## src/hdl/http_content_length_scanner_top_macros.svh

```systemverilog
// Assertion macros shared by the scanner modules.
// HCLS_ASSERT expects signals named clk and rst in the module that uses it; HCLS_ASSERT_RST expects clk.
`ifndef HTTP_CONTENT_LENGTH_SCANNER_TOP_MACROS_SVH
`define HTTP_CONTENT_LENGTH_SCANNER_TOP_MACROS_SVH

`ifndef SYNTHESIS
// Checked on every clock edge outside reset.
`define HCLS_ASSERT(lbl, prop) \
  lbl: assert property (@(posedge clk) disable iff (rst) (prop)) \
    else $error("scanner assertion failed");
// Checked on every clock edge, reset included.
`define HCLS_ASSERT_RST(lbl, prop) \
  lbl: assert property (@(posedge clk) (prop)) \
    else $error("scanner reset assertion failed");
`else
`define HCLS_ASSERT(lbl, prop)
`define HCLS_ASSERT_RST(lbl, prop)
`endif

`endif

```

## src/hdl/hcls_pkg.sv

```systemverilog
package hcls_pkg;

  // Width of the parsed length.
  localparam int VALUE_BITS = 40;

  // Header name that is compared at the start of each line.
  localparam int NAME_LEN = 15;
  localparam int NAME_IDX_W = $clog2(NAME_LEN + 1);
  localparam logic [8*NAME_LEN-1:0] HDR_NAME = "Content-Length:";

  // Character codes used by the classifier.
  localparam logic [7:0] CH_NL    = 8'h0a;
  localparam logic [7:0] CH_TAB   = 8'h09;
  localparam logic [7:0] CH_VT    = 8'h0b;
  localparam logic [7:0] CH_FF    = 8'h0c;
  localparam logic [7:0] CH_CR    = 8'h0d;
  localparam logic [7:0] CH_SPACE = 8'h20;
  localparam logic [7:0] CH_PLUS  = 8'h2b;
  localparam logic [7:0] CH_MINUS = 8'h2d;
  localparam logic [7:0] CH_ZERO  = 8'h30;
  localparam logic [7:0] CH_NINE  = 8'h39;

  // Depth of the queue between the classifier and the parser.
  localparam int QDEPTH = 4;
  localparam int QPTR_W = $clog2(QDEPTH);

  // Result status codes.
  typedef enum logic [1:0] {
    ST_FOUND     = 2'd0,
    ST_NOT_FOUND = 2'd1,
    ST_MALFORMED = 2'd2
  } status_t;

  // Parser phases.
  typedef enum logic [2:0] {
    PH_SEEK,
    PH_MATCH,
    PH_SPACE,
    PH_SIGNED,
    PH_DIGITS,
    PH_DONE
  } phase_t;

  // Input word.
  typedef struct packed {
    logic [7:0] data_byte;
    logic       last_byte;
  } in_word_t;

  // Result word.
  typedef struct packed {
    status_t               status;
    logic [VALUE_BITS-1:0] content_length;
  } out_word_t;

  // Classified byte as carried from the front to the back.
  typedef struct packed {
    logic [NAME_LEN-1:0] name_hit;
    logic                is_nl;
    logic                is_ws;
    logic                is_plus;
    logic                is_minus;
    logic                is_digit;
    logic [3:0]          digit_val;
    logic                last;
  } class_word_t;

endpackage

```

## src/hdl/http_content_length_scanner_top.sv

```systemverilog
// Channel  | Handshake            | Word
// ---------+----------------------+---------------------------------------
// input    | push / full          | in_data: data_byte, last_byte
// result   | empty / pop          | result: status, content_length
//
// One byte per clock, digit accumulate included, unless the parser holds; a
// result passes through the queue and then the output register.
// While a result waits unpopped the parser holds, and once the four-word
// queue between classifier and parser fills, full rises.
// Synchronous rst empties the queue and the output register and puts the
// parser in its seek-newline phase.
module http_content_length_scanner_top (
  input  logic                clk,
  input  logic                rst,
  input  logic                push,
  output logic                full,
  input  hcls_pkg::in_word_t  in_data,
  output logic                empty,
  input  logic                pop,
  output hcls_pkg::out_word_t result
);

  logic                  q_wr;
  logic                  q_rd;
  logic                  q_valid;
  hcls_pkg::class_word_t q_in;
  hcls_pkg::class_word_t q_out;

  // Byte classifier.
  hcls_front u_front (
    .push    (push),
    .q_full  (full),
    .in_data (in_data),
    .q_wr    (q_wr),
    .q_word  (q_in)
  );

  // Queue of classified bytes.
  hcls_queue u_queue (
    .clk     (clk),
    .rst     (rst),
    .wr      (q_wr),
    .wr_word (q_in),
    .rd      (q_rd),
    .full    (full),
    .valid   (q_valid),
    .rd_word (q_out)
  );

  // Header matcher and value parser.
  hcls_back u_back (
    .clk     (clk),
    .rst     (rst),
    .q_valid (q_valid),
    .q_word  (q_out),
    .q_rd    (q_rd),
    .pop     (pop),
    .empty   (empty),
    .result  (result)
  );

endmodule

```

## src/hdl/hcls_front.sv

```systemverilog
module hcls_front (
  input  logic                   push,
  input  logic                   q_full,
  input  hcls_pkg::in_word_t     in_data,
  output logic                   q_wr,
  output hcls_pkg::class_word_t  q_word
);

  logic [7:0] b;

  assign b = in_data.data_byte;
  assign q_wr = push && !q_full;

  // Compare the byte against every position of the header name at once,
  // and work out the character classes used by the value parser.
  always_comb begin
    for (int i = 0; i < hcls_pkg::NAME_LEN; i++) begin
      q_word.name_hit[i] =
        (b == hcls_pkg::HDR_NAME[8*(hcls_pkg::NAME_LEN-1-i) +: 8]);
    end
    q_word.is_nl    = (b == hcls_pkg::CH_NL);
    q_word.is_ws    = (b == hcls_pkg::CH_SPACE) || (b == hcls_pkg::CH_TAB) ||
                      (b == hcls_pkg::CH_NL) || (b == hcls_pkg::CH_VT) ||
                      (b == hcls_pkg::CH_FF) || (b == hcls_pkg::CH_CR);
    q_word.is_plus  = (b == hcls_pkg::CH_PLUS);
    q_word.is_minus = (b == hcls_pkg::CH_MINUS);
    q_word.is_digit = (b >= hcls_pkg::CH_ZERO) && (b <= hcls_pkg::CH_NINE);
    q_word.digit_val = b[3:0];
    q_word.last     = in_data.last_byte;
  end

endmodule

```

## src/hdl/hcls_queue.sv

```systemverilog
`include "http_content_length_scanner_top_macros.svh"

module hcls_queue (
  input  logic                   clk,
  input  logic                   rst,
  input  logic                   wr,
  input  hcls_pkg::class_word_t  wr_word,
  input  logic                   rd,
  output logic                   full,
  output logic                   valid,
  output hcls_pkg::class_word_t  rd_word
);

  hcls_pkg::class_word_t     mem [hcls_pkg::QDEPTH];
  logic [hcls_pkg::QPTR_W-1:0] wr_ptr;
  logic [hcls_pkg::QPTR_W-1:0] rd_ptr;
  logic [hcls_pkg::QPTR_W:0]   count;

  assign full    = (count == (hcls_pkg::QPTR_W+1)'(hcls_pkg::QDEPTH));
  assign valid   = (count != '0);
  assign rd_word = mem[rd_ptr];

  // Storage is written without reset; the count says what is valid.
  always_ff @(posedge clk) begin
    if (wr) begin
      mem[wr_ptr] <= wr_word;
    end
  end

  // Pointers and fill count.
  always_ff @(posedge clk) begin
    if (rst) begin
      wr_ptr <= '0;
      rd_ptr <= '0;
      count  <= '0;
    end else begin
      if (wr) begin
        wr_ptr <= wr_ptr + 1'b1;
      end
      if (rd) begin
        rd_ptr <= rd_ptr + 1'b1;
      end
      case ({wr, rd})
        2'b10:   count <= count + 1'b1;
        2'b01:   count <= count - 1'b1;
        default: count <= count;
      endcase
    end
  end

  `HCLS_ASSERT(a_q_no_overfill, count <= (hcls_pkg::QPTR_W+1)'(hcls_pkg::QDEPTH))
  `HCLS_ASSERT(a_q_no_underrun, !(rd && (count == '0)))
  `HCLS_ASSERT_RST(a_q_reset_empty, rst |=> (count == '0))

endmodule

```

## src/hdl/hcls_back.sv

```systemverilog
`include "http_content_length_scanner_top_macros.svh"

module hcls_back (
  input  logic                   clk,
  input  logic                   rst,
  input  logic                   q_valid,
  input  hcls_pkg::class_word_t  q_word,
  output logic                   q_rd,
  input  logic                   pop,
  output logic                   empty,
  output hcls_pkg::out_word_t    result
);

  localparam int VB = hcls_pkg::VALUE_BITS;

  hcls_pkg::phase_t            phase;
  logic [hcls_pkg::NAME_IDX_W-1:0] match_index;
  logic [VB-1:0]               accumulated_value;
  logic                        negative_sign;
  logic                        digit_seen;
  logic                        res_valid;

  hcls_pkg::phase_t            phase_step;
  logic [hcls_pkg::NAME_IDX_W-1:0] mi_step;
  logic [VB-1:0]               acc_step;
  logic                        neg_step;
  logic                        seen_step;
  logic                        mid_emit;
  logic                        emit;
  hcls_pkg::status_t           emit_status;
  logic [VB-1:0]               emit_value;

  logic [VB+3:0]               acc_wide;
  logic [VB-1:0]               acc_digit;
  logic                        name_hit;

  assign empty = !res_valid;
  assign q_rd  = q_valid && (!res_valid || pop);

  // Saturating multiply by ten and add the digit.
  always_comb begin
    acc_wide = ({4'b0, accumulated_value} << 3) + ({4'b0, accumulated_value} << 1) +
               {{VB{1'b0}}, q_word.digit_val};
    acc_digit = (acc_wide[VB+3:VB] != 4'b0) ? {VB{1'b1}} : acc_wide[VB-1:0];
  end

  // Does the byte match the header name at the current position.
  always_comb begin
    name_hit = 1'b0;
    if (match_index < hcls_pkg::NAME_IDX_W'(hcls_pkg::NAME_LEN)) begin
      name_hit = q_word.name_hit[match_index];
    end
  end

  // Next state for one byte, before the last-byte handling.
  always_comb begin
    phase_step = phase;
    mi_step    = match_index;
    acc_step   = accumulated_value;
    neg_step   = negative_sign;
    seen_step  = digit_seen;
    mid_emit   = 1'b0;
    case (phase)
      hcls_pkg::PH_SEEK: begin
        if (q_word.is_nl) begin
          phase_step = hcls_pkg::PH_MATCH;
          mi_step    = '0;
        end
      end
      hcls_pkg::PH_MATCH: begin
        if (name_hit) begin
          mi_step = match_index + 1'b1;
          if (match_index == hcls_pkg::NAME_IDX_W'(hcls_pkg::NAME_LEN - 1)) begin
            phase_step = hcls_pkg::PH_SPACE;
          end
        end else if (q_word.is_nl) begin
          mi_step = '0;
        end else begin
          phase_step = hcls_pkg::PH_SEEK;
        end
      end
      hcls_pkg::PH_SPACE: begin
        if (q_word.is_ws) begin
          phase_step = phase;
        end else if (q_word.is_plus || q_word.is_minus) begin
          neg_step   = q_word.is_minus;
          phase_step = hcls_pkg::PH_SIGNED;
        end else if (q_word.is_digit) begin
          acc_step   = acc_digit;
          seen_step  = 1'b1;
          phase_step = hcls_pkg::PH_DIGITS;
        end else begin
          mid_emit   = 1'b1;
          phase_step = hcls_pkg::PH_DONE;
        end
      end
      hcls_pkg::PH_SIGNED: begin
        if (q_word.is_digit) begin
          acc_step   = acc_digit;
          seen_step  = 1'b1;
          phase_step = hcls_pkg::PH_DIGITS;
        end else begin
          mid_emit   = 1'b1;
          phase_step = hcls_pkg::PH_DONE;
        end
      end
      hcls_pkg::PH_DIGITS: begin
        if (q_word.is_digit) begin
          acc_step  = acc_digit;
          seen_step = 1'b1;
        end else begin
          mid_emit   = 1'b1;
          phase_step = hcls_pkg::PH_DONE;
        end
      end
      default: begin
        phase_step = phase;
      end
    endcase
  end

  // Result for this byte, if any.
  always_comb begin
    emit        = 1'b0;
    emit_status = hcls_pkg::ST_MALFORMED;
    emit_value  = '0;
    if (mid_emit || (q_word.last && (phase_step != hcls_pkg::PH_DONE))) begin
      emit = 1'b1;
      case (phase_step)
        hcls_pkg::PH_DIGITS,
        hcls_pkg::PH_DONE: begin
          // A value ended, by a non-digit or by the last byte; a non-digit before any digit makes it malformed.
          if (mid_emit && (phase != hcls_pkg::PH_DIGITS)) begin
            emit_status = hcls_pkg::ST_MALFORMED;
          end else if (!seen_step || neg_step || (acc_step == '0)) begin
            emit_status = hcls_pkg::ST_MALFORMED;
          end else begin
            emit_status = hcls_pkg::ST_FOUND;
            emit_value  = acc_step;
          end
        end
        hcls_pkg::PH_SPACE,
        hcls_pkg::PH_SIGNED: begin
          emit_status = hcls_pkg::ST_MALFORMED;
        end
        default: begin
          emit_status = hcls_pkg::ST_NOT_FOUND;
        end
      endcase
    end
  end

  // Parser state; the last byte of a message returns it to reset.
  always_ff @(posedge clk) begin
    if (rst) begin
      phase             <= hcls_pkg::PH_SEEK;
      match_index       <= '0;
      accumulated_value <= '0;
      negative_sign     <= 1'b0;
      digit_seen        <= 1'b0;
    end else if (q_rd) begin
      if (q_word.last) begin
        phase             <= hcls_pkg::PH_SEEK;
        match_index       <= '0;
        accumulated_value <= '0;
        negative_sign     <= 1'b0;
        digit_seen        <= 1'b0;
      end else begin
        phase             <= phase_step;
        match_index       <= mi_step;
        accumulated_value <= acc_step;
        negative_sign     <= neg_step;
        digit_seen        <= seen_step;
      end
    end
  end

  // Output register: loads a new result when it is empty or as the old one is taken.
  always_ff @(posedge clk) begin
    if (rst) begin
      res_valid <= 1'b0;
    end else if (q_rd && emit) begin
      res_valid <= 1'b1;
    end else if (pop) begin
      res_valid <= 1'b0;
    end
  end

  always_ff @(posedge clk) begin
    if (q_rd && emit) begin
      result.status         <= emit_status;
      result.content_length <= emit_value;
    end
  end

  `HCLS_ASSERT(a_seek_clean, (phase == hcls_pkg::PH_SEEK) |->
    ((accumulated_value == '0) && !negative_sign && !digit_seen))
  `HCLS_ASSERT(a_value_needs_digit, (accumulated_value != '0) |-> digit_seen)
  `HCLS_ASSERT(a_match_in_range, (phase == hcls_pkg::PH_MATCH) |->
    (match_index < hcls_pkg::NAME_IDX_W'(hcls_pkg::NAME_LEN)))

endmodule
```

## config.mk

```make
export PLATFORM = sky130hd
export DESIGN_NAME = http_content_length_scanner_top
export DESIGN_NICKNAME = d
export VERILOG_FILES = /design/src/hdl/hcls_pkg.sv /design/src/hdl/http_content_length_scanner_top.sv /design/src/hdl/hcls_front.sv /design/src/hdl/hcls_queue.sv /design/src/hdl/hcls_back.sv
export VERILOG_INCLUDE_DIRS = /design/src /design/src/hdl
export SDC_FILE = /design/constraint.sdc
export NUM_CORES = 1
export LEC_CHECK = 0
export BUFFER_PORTS_ARGS = -buffer_cell sky130_fd_sc_hd__buf_4
export CAP_MARGIN = 20
export CORE_MARGIN = 1.5
export CORE_UTILIZATION = 44
export CTS_CLUSTER_SIZE = 40
export DETAILED_ROUTE_END_ITERATION = 12
export GPL_ROUTABILITY_DRIVEN = 0
export PLACE_DENSITY = 0.61
export SLEW_MARGIN = 10
export SYNTH_ARGS = -nofsm -noshare
export SYNTH_HDL_FRONTEND = slang
export SYNTH_SLANG_ARGS = --single-unit
```

## constraint.sdc

```tcl
create_clock -name clk -period 12 [get_ports clk]
set_input_delay 2.4 -clock clk [delete_from_list [all_inputs] [get_ports clk]]
set_output_delay 2.4 -clock clk [all_outputs]
set_load 0.02 [all_outputs]
```

After elaboration in Yosys (flattened, before gate mapping)

Memory sizes are Yosys's and may differ from the RTL's. A register that Yosys moved wholly into a read port is not among the register bits.
Cells that the tools add are included.

Bits in writable memories: 100
Output and inout port bits: 44
Memories: 1
Bits of input ports: 13
Word-level logic and storage cells: 134
Register bits after elaboration: 99

Reduce and logical (&&, ||, !) cells: 31
Magnitude comparators: 4
Bitwise gates (word level): 2
$add $sub $neg: 7
Eq/ne operators: 31
Muxes and demuxes: 47

Memory list:

| memory      | words | width | read ports | clocked after Yosys merged registers in | wr ports | RTL line         | source |
|---|---|---|---|---|---|---|---|
| u_queue.mem | 4     | 25    | 1          | 1                                       | 1        | hcls_queue.sv:14 | `hcls_pkg::class_word_t mem [hcls_pkg::QDEPTH];` |

Operators by type and width:

| cell                                                                                 | number |
|---|---|
| 40-bit 2-to-1 mux                                                                    | 5 |
| 40-bit case mux with 2 select lines                                                  | 1 |
| 8-bit by 7-bit equality test with 1-bit output (second input constant)               | 8 |
| 43-bit by 41-bit adder with 44-bit output                                            | 1 |
| 44-bit by 4-bit adder with 44-bit output                                             | 1 |
| 8-bit by 4-bit equality test with 1-bit output (second input constant)               | 5 |
| 40-bit zero test                                                                     | 1 |
| 8-bit by 6-bit equality test with 1-bit output (second input constant)               | 4 |
| 3-bit 2-to-1 mux                                                                     | 8 |
| 1-bit 2-to-1 mux                                                                     | 19 |
| 3-bit case mux with 5 select lines                                                   | 1 |
| 3-bit by 2-bit equality test with 1-bit output (second input constant)               | 4 |
| 3-bit equality test (second input constant)                                          | 4 |
| 4-bit 2-to-1 mux                                                                     | 3 |
| 1-bit logical OR                                                                     | 10 |
| 8-bit by 6-bit greater-or-equal comparator with 1-bit output (second input constant) | 1 |
| 8-bit by 6-bit less-or-equal comparator with 1-bit output (second input constant)    | 1 |
| 2-bit 2-to-1 mux                                                                     | 4 |
| 4-bit case mux with 2 select lines                                                   | 1 |
| 1-bit logical AND                                                                    | 6 |
| 3-bit != test (second input constant)                                                | 2 |
| 3-bit case mux with 2 select lines                                                   | 1 |
| 3-bit nonzero test                                                                   | 2 |
| 2-bit OR reduction                                                                   | 3 |
| other kinds (20)                                                                     | 26 |

Depth between registers and ports, before layout

Gate-level depths: netlist (run 1).

Word-level depth: 13
Mapped depth: 20
Depth with buffers taken out: 16

Modules after synthesis

Synthesis (run 1) repeated with hierarchy kept, for this count alone.

Cells, all modules: 1198
Area total of the unflattened synthesis: 12281.8 um^2

By module, submodules not included:

| module     | seq. area each (um^2) | times used | area each (um^2) | cells an instance |
|---|---|---|---|---|
| hcls_back  | 2262.2                | 1          | 7860.0           | 972 |
| hcls_queue | 3183.1                | 1          | 4077.7           | 174 |
| hcls_front | 0.0                   | 1          | 344.1            | 52 |

Worst setup path after synthesis (run 1)

Ideal clock, no wire load.

Path kind: input -> register
Start point: in pop
End point: reg, netlist name u_back.result[0]
Buffers on the path: 1
Path slack: 6.909 ns
Required time: 11.559 ns
Library setup time: 0.441 ns
Arrival: 4.650 ns
Stages: 4
Cells stage by stage: nand2b_1 > o31ai_1 > clkbuf_1 > nor2_1

Longest elaborated chain between the ends: 3

Ends and longest elaborated chain:

| item              | RTL line                              | source |
|---|---|---|
| from (decl)       | http_content_length_scanner_top.sv:19 | `input logic pop,` |
| 1-bit logical OR  | hcls_back.sv:38                       | `assign q_rd = q_valid && (!res_valid \|\| pop);` |
| 1-bit logical AND | hcls_back.sv:38                       |  |
| 1-bit logical AND | hcls_back.sv:190                      | `if (q_rd && emit) begin` |

Every way passes these cells.
A chain may end at the register's enable or synchronous reset.

==> impl_metrics.tcl, run 1 <==
set metrics [dict create \
    cts_tree "done" \
    synth_ff_type "edfxtp_1" \
    switching_share_pct 35.8 \
    powerDensity_mw_per_mm2 163 \
    die_w_um 161 \
    synth.distinct_cells 76 \
    cts_buffers 17 \
    min_period_ns 5.74 \
    totalWireLength_mm 30.7 \
    fin_setup_tns_ns 0 \
    antenna_found_initial 0 \
    intPower_uw 1270 \
    crit_slowest_cell "dfxtp_1" \
    fmax_ghz 0.174 \
    grt_pass1_wl_mm 47.9 \
    synthArstFlopShare_pct 0 \
    arrival_ns 6.03 \
    combPwrFrac_pct 31.1 \
    clock-root-buffer "clkbuf_16" \
    worst_clock_skew_ns 0.0157 \
    syn_to_final_growth_pct 11.1 \
    ys_seq_area_share_pct 43.0 \
    max_stage_delay_ns 0.96 \
    portBuffers 56 \
    grt.overflow.total 0 \
    worstSkewPairLatency_ns 0.44 \
    route.vias.total 8960 \
    cts_buffer_depth 2 \
    viasPerCell 6.12 \
    cp-end-kind "flop" \
    seq_area_sq_mm 0.00472 \
    setup_violations 0 \
    maxCapViolCount 0 \
    antenna_left 0 \
    synthCells 1107 \
    post_cts_resized 0 \
    die-height_um 161 \
    cts.sinks 177 \
    start_kind "flop" \
    r2r-end "u_back.result[41]" \
    multi_input_area_sq_mm 0.00588 \
    cp.depth 16 \
    crit_chain "mux4_2 -> fa_1 -> inv_1 -> fa_1 -> nand2b_1 -> a211oi_2 -> o211ai_1 -> a2111oi_2 -> a211oi_1 -> mux2_4 -> or3_1 -> buf_4 -> o22ai_1 -> and4_1 -> nand4_1 -> o21ai_1" \
    syn_area_per_cell_sq_um 9.92 \
    peakVddDrop_mv 0.115 \
    r2r_cells 16 \
    slew_violations 0 \
    hold_class "reg2reg" \
    fin_nets 1229 \
    leakage_uw 0.00454 \
    pwr-share-clk_pct 27.5 \
    yosys_warnings 0 \
    rows 57 \
    initial_core_util_pct 45.0 \
    cts_setup_buffers 0 \
    yosysTopAreaCell "edfxtp_1" \
    firstDrtPassIters 5 \
    path_common_cell "fa_1" \
    crit_required_ns 12.28 \
    drive_above_1_share_pct 13.1 \
    whs_ns 0.494 \
    rrSetupSlack_ns 6.26 \
    seq_power_share_pct 41.4 \
    hold_violations 0 \
    slew_headroom_pct 30.3 \
    synth-seq-cells 177 \
    rsz0062_at_grt "false" \
    outcome "finished, final reports clean" \
    cp-endpoint "u_back.result[41]" \
    cp_max_fo 37 \
    die_area_sq_mm 0.0259 \
    layout_setup_ws_ns 6.26 \
    grt_max_degree 60 \
    synth_edf_count 118 \
    path_clk_slew_ns 0.07 \
    synthTopCellsByArea "edfxtp_1, dfxtp_1, ha_1, mux4_2, a21oi_1" \
    timing.final.crit_share_pct 47.8 \
    synth_nets 1209 \
    io_pins 57 \
    wl_per_cell_um 20.9 \
    dpl_worst_slack_ns 6.04 \
    crit_type "reg2reg" \
    route.detailed.drc 0 \
    grt_use_total_pct 23.9 \
    drt_iter0_markers 725 \
    hpwl_mm 22.3 \
    nFillCells 2263 \
    htreeDepth 4 \
    max_slew.worst_pin.slew_ns 1.04 \
    crit_buf_inv 2 \
    hold_buffers 0 \
    netlist.area_leader.share_pct 32.3 \
    synthesis.area_sq_mm 0.0110 \
    core_area_sq_mm 0.0244 \
    p_switching_uw 711 \
    grt_pass1_vias 8357 \
    critical-path-top-delay-family "compound AO/OA/AOI/OAI gates" \
]
-- power groups by stage --
stage | Clock [uW] | Sequential [uW] | Combinational [uW]
2_1_floorplan | 0 | 888 | 348
3_3_place_gp | 0 | 835 | 616
3_5_place_dp | 0 | 835 | 616
4_1_cts | 552 | 823 | 619
5_1_grt | 573 | 832 | 670
6_report | 546 | 821 | 616
-- routing by layer --
| metal | up-vias | GRT usage (%) | wire length (um) |
|---|---|---|---|
| met5 | - | 0 | 0 |
| met3 | 61 | 3.82 | 1990 |
| met4 | 0 | 10.6 | 1160 |
| met2 | 331 | 37.6 | 14100 |
| met1 | 4323 | 32.7 | 13400 |
| li1 | 4245 | - | - |
-- synth_stat cells (4+ instances only) --
| library cell | number |
|---|---|
| nor4b_1 | 7 |
| a221o_1 | 5 |
| o21bai_1 | 6 |
| or2_2 | 8 |
| mux4_2 | 20 |
| a21o_1 | 14 |
| nand2_1 | 82 |
| inv_1 | 25 |
| a211oi_1 | 21 |
| xor2_1 | 22 |
| nor3b_1 | 5 |
| o21ai_1 | 5 |
| a31oi_1 | 12 |
| nand2b_1 | 10 |
| buf_2 | 17 |
| nor4_1 | 19 |
| a22oi_1 | 7 |
| o31ai_1 | 5 |
| o211ai_1 | 10 |
| buf_6 | 5 |
| or3_1 | 4 |
| nor2b_1 | 6 |
| clkbuf_1 | 37 |
| dfxtp_1 | 59 |
| a2111oi_0 | 4 |
| nor3_1 | 66 |
| mux2i_1 | 4 |
| o21a_1 | 11 |
| edfxtp_1 | 118 |
| o22ai_1 | 14 |
| o41ai_1 | 4 |
| and2_1 | 9 |
| o21ai_0 | 70 |
| nand4_1 | 12 |
| a21oi_1 | 89 |
| buf_1 | 5 |
| and3_1 | 7 |
| xnor2_1 | 16 |
| o2bb2ai_1 | 4 |
| ha_1 | 86 |
| nor2_1 | 112 |
| nand3_1 | 11 |
-- cells by family after synthesis --
kind of cell	share of synthesized area, %
AOI/OAI and AO/OA	18.4
and+or+nand+nor	16.3
adders and majority gates	10.3
xor gates and xnor gates	3.03
DFF	43.0
muxes	5.15
buffers and inverters	3.71
-- cell type report --
| type | instances | area share, % |
|---|---|---|
| Multi-Input combinational cell | 839 | 48.2 |
| Timing Repair Buffer | 67 | 4.21 |
| Sequential cell | 177 | 38.7 |
| Tap cell | 324 | 3.32 |
| Clock inverter | 13 | 1.14 |
| Inverter | 25 | 0.769 |
| Antenna cell | 1 | 0.0205 |
| Clock buffer | 19 | 3.63 |
-- how the worst min path moves through the flow --
stage | cells after the start | from | endpoint | slack [ns]
6_report | 1 | u_back.digit_seen | u_back.digit_seen | 0.49
5_1_grt | 1 | u_back.digit_seen | u_back.digit_seen | 0.52
4_1_cts | 1 | u_back.digit_seen | u_back.digit_seen | 0.49
3_5_place_dp | 1 | u_back.digit_seen | u_back.digit_seen | 0.46
3_3_place_gp | 1 | u_back.digit_seen | u_back.digit_seen | 0.46
2_1_floorplan | 1 | u_back.digit_seen | u_back.digit_seen | 0.44
-- worst reg2reg max path, cell delays in order (launching register included) --
cell and delay, ns:
dfxtp_1 0.96, mux4_2 0.44, fa_1 0.51, inv_1 0.07, fa_1 0.45, nand2b_1 0.22
a211oi_2 0.26, o211ai_1 0.19, a2111oi_2 0.40, a211oi_1 0.12, mux2_4 0.34, or3_1 0.35
buf_4 0.26, o22ai_1 0.50, and4_1 0.31, nand4_1 0.10, o21ai_1 0.14
-- cells in the final DEF (no fill, tap or decap), types with 16 or more instances in the layout --
master and instances:
ha_1 86, mux4_2 20, nor2_1 111, dfxtp_1 59, o21ai_0 70, nor3_1 66
buf_4 65, nand2_1 82, a211oi_1 21, clkbuf_16 17, xor2_1 22, a21oi_1 89
inv_1 25, edfxtp_1 118, nor4_1 19, xnor2_1 16
-- registers in the layout, indices dropped and copies added, names as in the netlist, named ones only --
| signal | flops |
|---|---|
| u_back.accumulated_value | 40 |
| u_back.digit_seen | 1 |
| u_back.match_index | 4 |
| u_back.negative_sign | 1 |
| u_back.phase | 3 |
| u_back.res_valid | 1 |
| u_back.result | 42 |
| u_queue.count | 3 |
| u_queue.mem | 76 |
| u_queue.rd_ptr | 2 |
| u_queue.wr_ptr | 2 |
-- through the flow --
stage          utilization (%)  cells  cell area [sq um]  power [uW]
6_report                  50.0   1465              12200        1980
2_1_floorplan                -   1107              11000        1240
3_5_place_dp              47.5   1430              11600        1450
5_1_grt                   50.0   1464              12200        2080
4_1_cts                   49.9   1462              12200        1990
3_3_place_gp              47.5   1430              11600        1450
(Power assumes the default switching activity.)
==> run 2: changes to the inputs <==
--- a/config.mk
+++ b/config.mk
@@ -6,6 +6,7 @@
 export SDC_FILE = /design/constraint.sdc
 export NUM_CORES = 1
 export LEC_CHECK = 0
+export ABC_AREA = 1
 export BUFFER_PORTS_ARGS = -buffer_cell sky130_fd_sc_hd__buf_4
 export CAP_MARGIN = 20
 export CORE_MARGIN = 1.5
@@ -13,7 +14,7 @@
 export CTS_CLUSTER_SIZE = 40
 export DETAILED_ROUTE_END_ITERATION = 12
 export GPL_ROUTABILITY_DRIVEN = 0
-export PLACE_DENSITY = 0.61
+export PLACE_DENSITY = 0.6
 export SLEW_MARGIN = 10
 export SYNTH_ARGS = -nofsm -noshare
 export SYNTH_HDL_FRONTEND = slang
==> constraint.sdc (replaced) <==
create_clock -name clk -period 6 [get_ports clk]
set_input_delay 1.2 -clock clk [delete_from_list [all_inputs] [get_ports clk]]
set_output_delay 1.2 -clock clk [all_outputs]
set_load 0.02 [all_outputs]
==> impl_metrics.tcl, run 2 <==
set metrics [dict create \
    outcome "finished, final reports clean" \
    max_stage_delay_ns 0.53 \
    netlist.area_leader.share_pct 29.5 \
    syn_area_per_cell_sq_um 7.75 \
    nFillCells 2644 \
    die-height_um 168 \
    slew_headroom_pct 37.8 \
    intPower_uw 2750 \
    dr.max_layer_used "met4" \
    antenna_left 0 \
    synthTopCellsByArea "edfxtp_1, nand2_1, dfxtp_1, ha_1, nor2_1" \
    syn_to_final_growth_pct 12.0 \
    hold_class "reg2reg" \
    p_switching_uw 1700 \
    fin_nets 1703 \
    rrSetupSlack_ns 0.65 \
    rsz0062_at_grt "false" \
    whs_endpoint "u_back.negative_sign" \
    synthesis.area_sq_mm 0.0120 \
    combPwrFrac_pct 35.1 \
    cts_buffers 17 \
    top_regs "u_queue.mem x76, u_back.result x42, u_back.accumulated_value x40" \
    hold_depth 2 \
    setup_violations 0 \
    drt-met1-wl_mm 16.1 \
    min_period_ns 5.35 \
    antenna_found_initial 0 \
    crit_slowest_cell "dfxtp_1" \
    hold_buffers 0 \
    regMostFlops "u_queue.mem" \
    path_clk_slew_ns 0.07 \
    timing.final.crit_share_pct 89.2 \
    largest_reg_flops 76 \
    maxCapViolCount 0 \
    firstDrtPassIters 5 \
    peakVddDrop_mv 0.225 \
    pwr-share-clk_pct 28.0 \
    grt_pass1_wl_mm 53.2 \
    post_cts_resized 0 \
    synthCells 1552 \
    grt_use_total_pct 24.3 \
    core_area_sq_mm 0.0269 \
    crit_type "reg2reg" \
    layout_commonest_cell "nand2_1" \
    rows 60 \
    max_slew.worst_pin.slew_ns 0.925 \
    worstHoldStart "u_back.negative_sign" \
    die_area_sq_mm 0.0283 \
    synth-seq-cells 177 \
    start_kind "flop" \
    slew_violations 0 \
    cts_setup_buffers 0 \
    ys_seq_area_share_pct 39.3 \
    hpwl_mm 25.2 \
    die_w_um 168 \
    cp-end-kind "flop" \
    io_pins 57 \
    drt_iter0_markers 955 \
    hold_violations 0 \
    cts.sinks 177 \
    seq_power_share_pct 36.9 \
    cts_tree "done" \
    met3WireLength_mm 1.96 \
    switching_share_pct 38.1 \
    grt.overflow.total 0 \
    route.vias.total 10431 \
    synth_ff_type "edfxtp_1" \
    diodes 0 \
    worst_clock_skew_ns 0.0124 \
    r2r_cells 28 \
    yosys_warnings 0 \
    wl_per_cell_um 17.2 \
    viasPerCell 5.34 \
    synth_nets 1654 \
    worstSkewPairLatency_ns 0.44 \
    cts_buffer_depth 2 \
    yosysTopAreaCell "edfxtp_1" \
    path_common_cell "nand2_1" \
    mostFrequentLayoutCells "nand2_1, nor2_1, inv_1, edfxtp_1, a21oi_1" \
    crit_required_ns 6.18 \
    cp_max_fo 40 \
    synth_edf_count 118 \
    netlist_top_cells_count "nand2_1, nor2_1, inv_1" \
    totalWireLength_mm 33.6 \
    clock-root-buffer "clkbuf_16" \
    htreeDepth 4 \
    route.detailed.drc 0 \
    synthArstFlopShare_pct 0 \
    grt_max_degree 59 \
    leakage_uw 0.00597 \
    grt_pass1_vias 9707 \
    whs_ns 0.477 \
    fmax_ghz 0.187 \
    drive_above_1_share_pct 12.9 \
    arrival_ns 5.53 \
    r2r-end "u_back.result[20]" \
    powerDensity_mw_per_mm2 330 \
    fin_setup_tns_ns 0 \
    synth_most_common_cell "nand2_1" \
    initial_core_util_pct 44.7 \
    synth.distinct_cells 48 \
    portBuffers 56 \
    wl_met2_mm 14.4 \
]
[run 2: final cells by class]
class / count / area [sq um] / area share [%]
Timing Repair Buffer: 78 / 611 / 4.54
Tap cell: 341 / 427 / 3.17
Clock inverter: 15 / 243 / 1.80
Clock buffer: 17 / 425 / 3.16
Multi-Input combinational cell: 1128 / 6290 / 46.7
Inverter: 199 / 747 / 5.55
Sequential cell: 177 / 4720 / 35.1
[run 2: through the flow]
stage	utilization [%]	total power, uW	std cells	cell area [sq um]	worst slack [ns]
finish	50.1	4450	1955	13500	0.649
global route	50.1	4670	1955	13500	0.155
CTS	50.0	4460	1952	13400	0.503
detailed placement	47.5	3220	1920	12800	0.524
global placement	47.5	3210	1920	12800	0.740
floorplan	-	2670	1552	12000	1.54
[run 2: worst max-delay path by stage]
stage	depth (start not counted)	to	slack (ns)	startpoint
after floorplan	31	u_back.result[31]	1.54	flop
after global placement	28	u_back.result[31]	0.74	flop
final	28	u_back.result[20]	0.65	flop
after detailed placement	28	u_back.result[20]	0.52	flop
after CTS	28	u_back.result[20]	0.50	flop
after global routing	27	u_back.result[31]	0.15	flop
[run 2: cells by family after synthesis]
group / count (synthesis) / share of synthesized area [%]
compound gates: 279 / 14.6
xor+xnor: 28 / 2.04
fa+ha+maj: 89 / 9.45
buf+inv: 247 / 8.46
flops: 177 / 39.3
simple gates: 732 / 26.2
[run 2: power groups by stage]
| stage | sequential (uW) | combinational, uW | clock (uW) |
|---|---|---|---|
| 2_1_floorplan | 1780 | 887 | 0 |
| 3_3_place_gp | 1670 | 1540 | 0 |
| 3_5_place_dp | 1660 | 1560 | 0 |
| 4_1_cts | 1640 | 1560 | 1260 |
| 5_1_grt | 1660 | 1700 | 1310 |
| 6_report | 1640 | 1560 | 1250 |
[run 2: critical path, delay by kind of cell, from the launching register on]
family | cells | cell delay [ns]
flip-flops | 1 | 0.53
buffers and inverters | 5 | 0.91
AND/OR/NAND/NOR | 18 | 1.94
AO/OA/AOI/OAI | 3 | 0.70
adder cells (fa/ha/maj) | 2 | 0.99
[run 2: routing by layer]
metal | vias to the layer above | GRT usage [%]
li1 | 5247 | -
met1 | 4793 | 34.6
met2 | 339 | 37.1
met3 | 52 | 3.97
met4 | 0 | 9.08
met5 | - | 0
